[src/design/deq_pkg.sv]
// ----------------------------------------------------------------------------
// deq_pkg - shared types and constants of the double-ended queue
// operation codes, error codes, store geometry and control bundle
// ----------------------------------------------------------------------------
package deq_pkg;

  // store geometry
  localparam int CAPACITY = 16;
  localparam int IDX_W    = $clog2(CAPACITY);
  localparam int CNT_W    = $clog2(CAPACITY + 1);

  // transaction field widths
  localparam int MODE_W  = 3;
  localparam int BYTE_W  = 8;
  localparam int ERR_W   = 2;
  localparam int COUNT_W = 5;

  // byte reported when nothing is popped or the queue is empty
  localparam logic [BYTE_W-1:0] SPACE_BYTE = 8'd32;

  typedef enum logic [MODE_W-1:0] {
    OP_PUSH_FRONT = 3'd0,
    OP_PUSH_REAR  = 3'd1,
    OP_POP_FRONT  = 3'd2,
    OP_POP_REAR   = 3'd3,
    OP_CLEAR      = 3'd4
  } op_t;

  typedef enum logic [ERR_W-1:0] {
    ERR_OK    = 2'd0,
    ERR_EMPTY = 2'd1,
    ERR_FULL  = 2'd2
  } err_t;

  // commands from controller to datapath
  typedef struct packed {
    logic capture;   // latch the incoming transaction
    logic exec;      // apply the operation to pointers and store
    logic load_out;  // load the result register
  } deq_cmd_t;

endpackage

[src/design/deq_if.sv]
// ----------------------------------------------------------------------------
// deq_if - valid/ready channels of the double-ended queue
// request channel and result channel with source and sink views
// ----------------------------------------------------------------------------
interface deq_in_if
  import deq_pkg::*;
  ();
  logic              valid;
  logic              ready;
  logic [MODE_W-1:0] mode;
  logic [BYTE_W-1:0] push_value;

  modport source (output valid, output mode, output push_value, input ready);
  modport sink   (input valid, input mode, input push_value, output ready);
endinterface

interface deq_out_if
  import deq_pkg::*;
  ();
  logic               valid;
  logic               ready;
  logic [BYTE_W-1:0]  popped_value;
  logic [ERR_W-1:0]   error_code;
  logic [COUNT_W-1:0] item_count;
  logic               is_empty;
  logic [BYTE_W-1:0]  front_value;
  logic [BYTE_W-1:0]  rear_value;

  modport source (output valid, output popped_value, output error_code,
                  output item_count, output is_empty, output front_value,
                  output rear_value, input ready);
  modport sink   (input valid, input popped_value, input error_code,
                  input item_count, input is_empty, input front_value,
                  input rear_value, output ready);
endinterface

[src/design/double_ended_queue_unit.sv]
// ----------------------------------------------------------------------------
// double_ended_queue_unit - byte deque with push/pop at both ends
// top level joining the sequencer and the store datapath
// ----------------------------------------------------------------------------
// usage
//   in_ch  : request transaction, mode (push front, push rear, pop front,
//            pop rear, clear) and the byte to push
//   out_ch : one result transaction per request, popped byte, error code,
//            count, empty flag and the front and rear bytes after the op
// timing
//   a request is taken only while the unit is idle; it then passes an
//   execute step (store write, pointer update), a status step re-reading
//   the front and rear entries and a done step loading the result
//   register; the next request is taken only after that load
//   the status step is set by the registered read ports of the byte store
// reset
//   rst_n clears the head pointer, the count and the sequencer; store
//   contents stay as they are and are read only after being written
// backpressure
//   the result register holds while out_ch.ready is low; the next request
//   is still taken and waits in the last step until the register frees
// ----------------------------------------------------------------------------
module double_ended_queue_unit
  import deq_pkg::*;
(
  input logic      clk,
  input logic      rst_n,
  deq_in_if.sink   in_ch,
  deq_out_if.source out_ch
);

  deq_cmd_t cmd;

  // sequencer
  deq_ctrl u_ctrl (
    .clk       (clk),
    .rst_n     (rst_n),
    .in_valid  (in_ch.valid),
    .in_ready  (in_ch.ready),
    .out_valid (out_ch.valid),
    .out_ready (out_ch.ready),
    .cmd       (cmd)
  );

  // store, pointers and result register
  deq_dp u_dp (
    .clk              (clk),
    .rst_n            (rst_n),
    .cmd              (cmd),
    .in_mode          (in_ch.mode),
    .in_push_value    (in_ch.push_value),
    .out_popped_value (out_ch.popped_value),
    .out_error_code   (out_ch.error_code),
    .out_item_count   (out_ch.item_count),
    .out_is_empty     (out_ch.is_empty),
    .out_front_value  (out_ch.front_value),
    .out_rear_value   (out_ch.rear_value)
  );

endmodule

[src/design/deq_ctrl.sv]
// ----------------------------------------------------------------------------
// deq_ctrl - sequencer of the double-ended queue
// steps one transaction through execute, status read and result load
// ----------------------------------------------------------------------------
module deq_ctrl
  import deq_pkg::*;
(
  input  logic     clk,
  input  logic     rst_n,
  input  logic     in_valid,
  output logic     in_ready,
  output logic     out_valid,
  input  logic     out_ready,
  output deq_cmd_t cmd
);

  typedef enum logic [1:0] {
    ST_IDLE,
    ST_EXEC,
    ST_STAT,
    ST_DONE
  } state_t;

  state_t state_r, state_nxt;
  logic   out_valid_r, out_valid_nxt;
  logic   out_free;

  assign in_ready  = (state_r == ST_IDLE);
  assign out_valid = out_valid_r;
  assign out_free  = !out_valid_r || out_ready;

  assign cmd.capture  = in_valid && in_ready;
  assign cmd.exec     = (state_r == ST_EXEC);
  assign cmd.load_out = (state_r == ST_DONE) && out_free;

  always_comb begin
    state_nxt     = state_r;
    out_valid_nxt = out_valid_r;
    if (out_valid_r && out_ready) begin
      out_valid_nxt = 1'b0;
    end
    case (state_r)
      ST_IDLE: begin
        if (in_valid) begin
          state_nxt = ST_EXEC;
        end
      end
      ST_EXEC: state_nxt = ST_STAT;
      ST_STAT: state_nxt = ST_DONE;
      ST_DONE: begin
        if (out_free) begin
          out_valid_nxt = 1'b1;
          state_nxt     = ST_IDLE;
        end
      end
      default: state_nxt = ST_IDLE;
    endcase
  end

  always_ff @(posedge clk) begin
    if (!rst_n) begin
      state_r     <= ST_IDLE;
      out_valid_r <= 1'b0;
    end else begin
      state_r     <= state_nxt;
      out_valid_r <= out_valid_nxt;
    end
  end

  // one transaction in flight at a time
  a_single_item: assert property (@(posedge clk) disable iff (!rst_n)
    cmd.capture |=> !in_ready ##1 !in_ready ##1 !in_ready)
    else $error("new transaction taken while one is in flight");

  // a pending result is never overwritten
  a_no_overwrite: assert property (@(posedge clk) disable iff (!rst_n)
    (state_r == ST_DONE) && out_valid_r && !out_ready |=> state_r == ST_DONE)
    else $error("result loaded over a pending one");

endmodule

[src/design/deq_dp.sv]
// ----------------------------------------------------------------------------
// deq_dp - datapath of the double-ended queue
// byte store, head pointer, fill count and result register
// ----------------------------------------------------------------------------
module deq_dp
  import deq_pkg::*;
(
  input  logic               clk,
  input  logic               rst_n,
  input  deq_cmd_t           cmd,
  input  logic [MODE_W-1:0]  in_mode,
  input  logic [BYTE_W-1:0]  in_push_value,
  output logic [BYTE_W-1:0]  out_popped_value,
  output logic [ERR_W-1:0]   out_error_code,
  output logic [COUNT_W-1:0] out_item_count,
  output logic               out_is_empty,
  output logic [BYTE_W-1:0]  out_front_value,
  output logic [BYTE_W-1:0]  out_rear_value
);

  // wrap head + offset into the store, offset below CAPACITY
  function automatic logic [IDX_W-1:0] slot(input logic [IDX_W-1:0] base,
                                            input logic [CNT_W-1:0] off);
    logic [CNT_W:0] sum;
    sum = (CNT_W+1)'(base) + (CNT_W+1)'(off);
    if (sum >= (CNT_W+1)'(CAPACITY)) begin
      sum = sum - (CNT_W+1)'(CAPACITY);
    end
    return sum[IDX_W-1:0];
  endfunction

  logic [BYTE_W-1:0] mem [CAPACITY];

  logic [MODE_W-1:0] mode_r;
  logic [BYTE_W-1:0] value_r;
  logic [IDX_W-1:0]  head_r, head_nxt;
  logic [CNT_W-1:0]  count_r, count_nxt;
  logic [BYTE_W-1:0] rd_front_r, rd_rear_r;
  logic [BYTE_W-1:0] popped_r, popped_nxt;
  err_t              err_r, err_nxt;

  logic [IDX_W-1:0]  rear_idx;
  logic [IDX_W-1:0]  wr_addr;
  logic              wr_en;
  logic              full, empty;

  logic [BYTE_W-1:0] res_popped_r;
  err_t              res_err_r;
  logic [CNT_W-1:0]  res_count_r;
  logic              res_empty_r;
  logic [BYTE_W-1:0] res_front_r, res_rear_r;

  assign full     = (count_r == CNT_W'(CAPACITY));
  assign empty    = (count_r == '0);
  assign rear_idx = empty ? head_r : slot(head_r, count_r - CNT_W'(1));

  // operation decode
  always_comb begin
    head_nxt   = head_r;
    count_nxt  = count_r;
    popped_nxt = SPACE_BYTE;
    err_nxt    = ERR_OK;
    wr_en      = 1'b0;
    wr_addr    = head_r;
    case (mode_r)
      OP_PUSH_FRONT: begin
        if (full) begin
          err_nxt = ERR_FULL;
        end else begin
          head_nxt  = slot(head_r, CNT_W'(CAPACITY - 1));
          wr_en     = 1'b1;
          wr_addr   = head_nxt;
          count_nxt = count_r + CNT_W'(1);
        end
      end
      OP_PUSH_REAR: begin
        if (full) begin
          err_nxt = ERR_FULL;
        end else begin
          wr_en     = 1'b1;
          wr_addr   = slot(head_r, count_r);
          count_nxt = count_r + CNT_W'(1);
        end
      end
      OP_POP_FRONT: begin
        if (empty) begin
          err_nxt = ERR_EMPTY;
        end else begin
          popped_nxt = rd_front_r;
          head_nxt   = slot(head_r, CNT_W'(1));
          count_nxt  = count_r - CNT_W'(1);
        end
      end
      OP_POP_REAR: begin
        if (empty) begin
          err_nxt = ERR_EMPTY;
        end else begin
          popped_nxt = rd_rear_r;
          count_nxt  = count_r - CNT_W'(1);
        end
      end
      OP_CLEAR: begin
        head_nxt  = '0;
        count_nxt = '0;
      end
      default: ;
    endcase
  end

  // byte store: one write port, two registered read ports
  always_ff @(posedge clk) begin
    rd_front_r <= mem[head_r];
    rd_rear_r  <= mem[rear_idx];
    if (cmd.exec && wr_en) begin
      mem[wr_addr] <= value_r;
    end
  end

  // pointers
  always_ff @(posedge clk) begin
    if (!rst_n) begin
      head_r  <= '0;
      count_r <= '0;
    end else if (cmd.exec) begin
      head_r  <= head_nxt;
      count_r <= count_nxt;
    end
  end

  // payload registers
  always_ff @(posedge clk) begin
    if (cmd.capture) begin
      mode_r  <= in_mode;
      value_r <= in_push_value;
    end
    if (cmd.exec) begin
      popped_r <= popped_nxt;
      err_r    <= err_nxt;
    end
    if (cmd.load_out) begin
      res_popped_r <= popped_r;
      res_err_r    <= err_r;
      res_count_r  <= count_r;
      res_empty_r  <= empty;
      res_front_r  <= empty ? SPACE_BYTE : rd_front_r;
      res_rear_r   <= empty ? SPACE_BYTE : rd_rear_r;
    end
  end

  assign out_popped_value = res_popped_r;
  assign out_error_code   = res_err_r;
  assign out_item_count   = COUNT_W'(res_count_r);
  assign out_is_empty     = res_empty_r;
  assign out_front_value  = res_front_r;
  assign out_rear_value   = res_rear_r;

  a_count_bound: assert property (@(posedge clk) disable iff (!rst_n)
    count_r <= CNT_W'(CAPACITY))
    else $error("fill count beyond capacity");

  a_error_no_change: assert property (@(posedge clk) disable iff (!rst_n)
    cmd.exec && (err_nxt != ERR_OK) |=>
      $stable(count_r) && $stable(head_r))
    else $error("rejected operation moved the pointers");

  a_clear: assert property (@(posedge clk) disable iff (!rst_n)
    cmd.exec && (mode_r == OP_CLEAR) |=> (count_r == '0) && (head_r == '0))
    else $error("clear left pointers set");

endmodule
[src/flat_wrapper.sv]
// flat-port wrapper written by rule: the top's interface ports become plain ports
module double_ended_queue_unit_flat import deq_pkg::*;
  (clk, rst_n, in_ch_valid, in_ch_mode, in_ch_push_value, in_ch_ready, out_ch_valid, out_ch_popped_value, out_ch_error_code, out_ch_item_count, out_ch_is_empty, out_ch_front_value, out_ch_rear_value, out_ch_ready);
  deq_in_if in_ch_i ();
  deq_out_if out_ch_i ();
  input logic clk;
  input logic rst_n;
  input wire logic [$bits(in_ch_i.valid)-1:0] in_ch_valid;
  input wire logic [$bits(in_ch_i.mode)-1:0] in_ch_mode;
  input wire logic [$bits(in_ch_i.push_value)-1:0] in_ch_push_value;
  output wire logic [$bits(in_ch_i.ready)-1:0] in_ch_ready;
  output wire logic [$bits(out_ch_i.valid)-1:0] out_ch_valid;
  output wire logic [$bits(out_ch_i.popped_value)-1:0] out_ch_popped_value;
  output wire logic [$bits(out_ch_i.error_code)-1:0] out_ch_error_code;
  output wire logic [$bits(out_ch_i.item_count)-1:0] out_ch_item_count;
  output wire logic [$bits(out_ch_i.is_empty)-1:0] out_ch_is_empty;
  output wire logic [$bits(out_ch_i.front_value)-1:0] out_ch_front_value;
  output wire logic [$bits(out_ch_i.rear_value)-1:0] out_ch_rear_value;
  input wire logic [$bits(out_ch_i.ready)-1:0] out_ch_ready;
  assign in_ch_i.valid = in_ch_valid;
  assign in_ch_i.mode = in_ch_mode;
  assign in_ch_i.push_value = in_ch_push_value;
  assign in_ch_ready = in_ch_i.ready;
  assign out_ch_valid = out_ch_i.valid;
  assign out_ch_popped_value = out_ch_i.popped_value;
  assign out_ch_error_code = out_ch_i.error_code;
  assign out_ch_item_count = out_ch_i.item_count;
  assign out_ch_is_empty = out_ch_i.is_empty;
  assign out_ch_front_value = out_ch_i.front_value;
  assign out_ch_rear_value = out_ch_i.rear_value;
  assign out_ch_i.ready = out_ch_ready;
  double_ended_queue_unit u_core (.clk(clk), .rst_n(rst_n), .in_ch(in_ch_i), .out_ch(out_ch_i));
endmodule
[config.mk]
export PLATFORM = sky130hd
export DESIGN_NAME = double_ended_queue_unit_flat
export DESIGN_NICKNAME = d
export VERILOG_FILES = /design/src/design/deq_pkg.sv /design/src/design/deq_if.sv /design/src/design/double_ended_queue_unit.sv /design/src/design/deq_ctrl.sv /design/src/design/deq_dp.sv /design/src/flat_wrapper.sv
export SDC_FILE = /design/constraint.sdc
export NUM_CORES = 1
export LEC_CHECK = 0
export BUFFER_PORTS_ARGS = -buffer_cell sky130_fd_sc_hd__buf_2
export CAP_MARGIN = 20
export CORE_MARGIN = 10
export CORE_UTILIZATION = 50
export CTS_BUF_LIST = sky130_fd_sc_hd__clkbuf_8
export DETAILED_ROUTE_END_ITERATION = 6
export PLACE_DENSITY_LB_ADDON = 0.15
export SYNTH_ARGS = -nofsm -noshare
export SYNTH_HDL_FRONTEND = slang
export SYNTH_SLANG_ARGS = --single-unit
[constraint.sdc]
create_clock -name clk -period 3.3 [get_ports clk]
set_clock_uncertainty 0.1 [all_clocks]
set_input_delay 0.165 -clock clk [delete_from_list [all_inputs] [get_ports clk]]
set_output_delay 0.165 -clock clk [all_outputs]
set_load 0.05 [all_outputs]
==> run metrics <==
number of remaining DRC errors 0; most frequent cells after synthesis 181 x edfxtp_1, 72 x mux4_2, 37 x nor2_1; Post-CTS Setup Repair Bufs 0; Synth Area in Compound Gates 0.05516; Post-Synth Simple-Gate Area 0.07194; cell depth of the worst flop-to-flop path 10; final core occ 0.5947; Synth cell types 55; Starting Density 0.5055; RD Place Congestion roughly 0.87; warnings from Yosys 0; CP Cell Sequence inv_1, ha_1, fa_1, xor2_1, nand2_4, o21ai_4, buf_12, mux4_2, a22o_1, a221o_1; grt ovf 0; R2R Path End u_core.u_dp.rd_rear_r[6]; critical setup path kind flop to flop; Final period util 0.9380; EDFF count, synth 181; adder-cell share of the synthesized area 0.02425; fill count roughly 1,400; share of flip-flops with an asynchronous set or reset 0; clk_lat worst skew 0.52 ns; initial antenna violation count 0; synthesis-to-layout area growth 17.67%; #FFs+latches synth between 200 and 250; Clk pin slew, worst setup/hold paths 0.06 ns; CP startpoint u_core.u_dp.count_r[0]; CTS tree done; Iter 0 DRT Violations approximately 490; Largest stage delay, worst path about 0.52 ns; Required @ worst endpoint around 3.6 ns; antenna cells 0; Inserted Clock Buffers 36; slowest CP cell mux4_2; Core Region about 0.019 mm²; leak pwr 0.003935 µW; largest family of logic cells by synthesized area multiplexers; Critical Path AT about 3.4 ns; mux share of post-synthesis cell area 0.1823; Levels on crit path 10; Buf/Inv on CP 2; Final setup viols 0; R2R Path Start u_core.u_dp.count_r[0]; Die Y ~160 µm; layout cells sized above 1 0.3315; count leader, synth edfxtp_1; PD cells between 800 and 900 mW/mm²; first-pass iteration count of the detailed router 5; Cells after Synth 559; Die Width around 160 µm; post-route ant nets 0; endpoint class of the critical path flop; Longest Clk Path Bufs 3; top-area cell type share of the netlist area 0.5787; via count around 5,600; DPL Wire Length between 15,000 and 20,000 µm; worst setup path endpoint u_core.u_dp.rd_rear_r[6]; first-pass GRT wire length around 34,000 µm; setup TNS 0 ns; top cells by area, synth edfxtp_1 58%, mux4_2 17%, dfxtp_1 6.0%; Slew Limit Fails 0; All-Layer GR Usage 0.1828; largest net degree at the start of global routing 39; clk sinks between 200 and 250; CP delay by family, top adder cells; outcome complete, no violations; element type at the critical path start flop; Ports 49; drt total wl between 20,000 and 25,000 µm; area leader, netlist edfxtp_1; Max Cap Viol 0; average size of a mapped cell around 17 µm²; worst ir drop on vdd 441.5 µV; # rows 50; FF-to-FF setup slack 0.20 ns; Hold Path Cell Cnt 2; top_reg_cell synth edfxtp_1; sequential area share after synthesis 0.6384; worst relative slew slack 0.4968; die area between 0.02 and 0.025 mm²; Routed WL per cell 23.56 µm; Via density 5.898; Hold Path Class primary input to flop; nets approximately 720; Post-Synth XOR/XNOR Area 0.006528; Final Hold Fails 0; RSZ-0062 raised after global routing no; synthesized area about 0.0094 mm²; Clock H-tree levels 2; CP Max Fanout 16; clock root buffer clkbuf_8; Tmin final 3.096 ns; Worst-Margin Slew ~0.75 ns; input/output buffers 48; vias in the first global route 5,776; Post-Syn Nets a little under 600; Fmax about 320 MHz
-- cells in the final DEF (no fill, tap or decap), types with 8 or more instances in the layout --
cell           synthesis  final
inv_1                 14     23
dfxtp_1               28     27
mux4_2                72     72
a22o_1                 8      8
a221o_1                8      8
ha_1                  15     15
buf_2                  5     48
clkbuf_8               0     39
nor3_1                11     11
a21oi_1               14     13
dlygate4sd3_1          0     15
and2_1                16     16
buf_4                  2     52
nand2_1               16     16
edfxtp_1             181    181
o21ai_0               14     14
mux2i_1                9      9
nor2_1                37     37
clkinv_2               0      8
-- layout make-up --
class | count | area, µm² | share of cell area
Inverter | 14 | 52.55 | 0.004755
Clock inverter | 25 | 108.9 | 0.009851
Timing Repair Buffer | 118 | 840.8 | 0.07609
Multi-Input combinational cell | 304 | 3222 | 0.2916
Clock buffer | 39 | 536.8 | 0.04857
Sequential cell | 209 | 5997 | 0.5427
Tap cell | 234 | 292.8 | 0.02649
-- report_power, final --
part / internal, µW / leakage [µW] / switching [µW]
logic: 1840 / 0.00169 / 2090
clock network: 1090 / 0.000375 / 1010
registers: 3360 / 0.00187 / 230
-- stage by stage --
step	hold slack, ns	power (µW)	cells	setup slack (ns)	cell area (µm²)
2_1_floorplan	0.1639	6457	559	0.002536	9393
3_3_place_gp	0.2425	7464	864	0.2396	10250
3_5_place_dp	0.2431	7559	864	0.2112	10250
4_1_cts	0.2257	9698	943	0.1907	11040
5_1_grt	0.2419	10170	943	0.05802	11050
6_report	0.2457	9630	943	0.2045	11050
-- worst reg2reg max path: cells and delay by family (launching register included) --
kind / cells / cell delay [ns]
adder cells (fa/ha/maj): 2 / 0.78
AO/OA/AOI/OAI: 3 / 0.60
multiplexers: 1 / 0.54
flip-flops: 1 / 0.32
buffers and inverters: 2 / 0.29
XOR/XNOR: 1 / 0.27
AND/OR/NAND/NOR: 1 / 0.08
-- cell families after synthesis --
logic type / Yosys count
buffers and inverters: 46
adders and majority gates: 17
and+or+nand+nor: 126
AOI/OAI and AO/OA: 73
muxes: 81
xor gates and xnor gates: 7
DFF: 209
-- sequential cells by signal, indices dropped and copies added, names as in the netlist, 3 cells and up --
signal                        count
u_core.u_dp.count_r               5
u_core.u_dp.head_r                4
u_core.u_dp.mem                 128
u_core.u_dp.mode_r                3
u_core.u_dp.out_front_value       8
u_core.u_dp.out_item_count        5
u_core.u_dp.out_popped_value      8
u_core.u_dp.out_rear_value        8
u_core.u_dp.popped_r              8
u_core.u_dp.rd_front_r            8
u_core.u_dp.rd_rear_r             8
u_core.u_dp.value_r               8
-- layer usage --
layer | part of all wire | wire length (µm) | GRT usage
met3 | 0.072 | 1611 | 0.03848
met2 | 0.49 | 10890 | 0.3052
met1 | 0.42 | 9245 | 0.2317
met4 | 0.021 | 473 | 0.06589
met5 | 0 | 0 | 0
-- worst min-delay path by stage --
stage,startpoint,end,slack (ns)
2_1_floorplan,in_ch_mode[0],u_core.u_dp.mode_r[0],0.16
3_3_place_gp,in_ch_mode[0],u_core.u_dp.mode_r[0],0.24
3_5_place_dp,in_ch_mode[0],u_core.u_dp.mode_r[0],0.24
4_1_cts,in_ch_mode[1],u_core.u_dp.mode_r[1],0.23
5_1_grt,in_ch_push_value[3],u_core.u_dp.value_r[3],0.24
6_report,in_ch_mode[1],u_core.u_dp.mode_r[1],0.25
-- timing repair --
item,4_1_cts,5_1_grt
gates resized for setup,0,2
endpoints found under the hold margin,18,0
endpoints found under the setup margin,0,16
hold buffers,15,0
(Power assumes the default switching activity.)
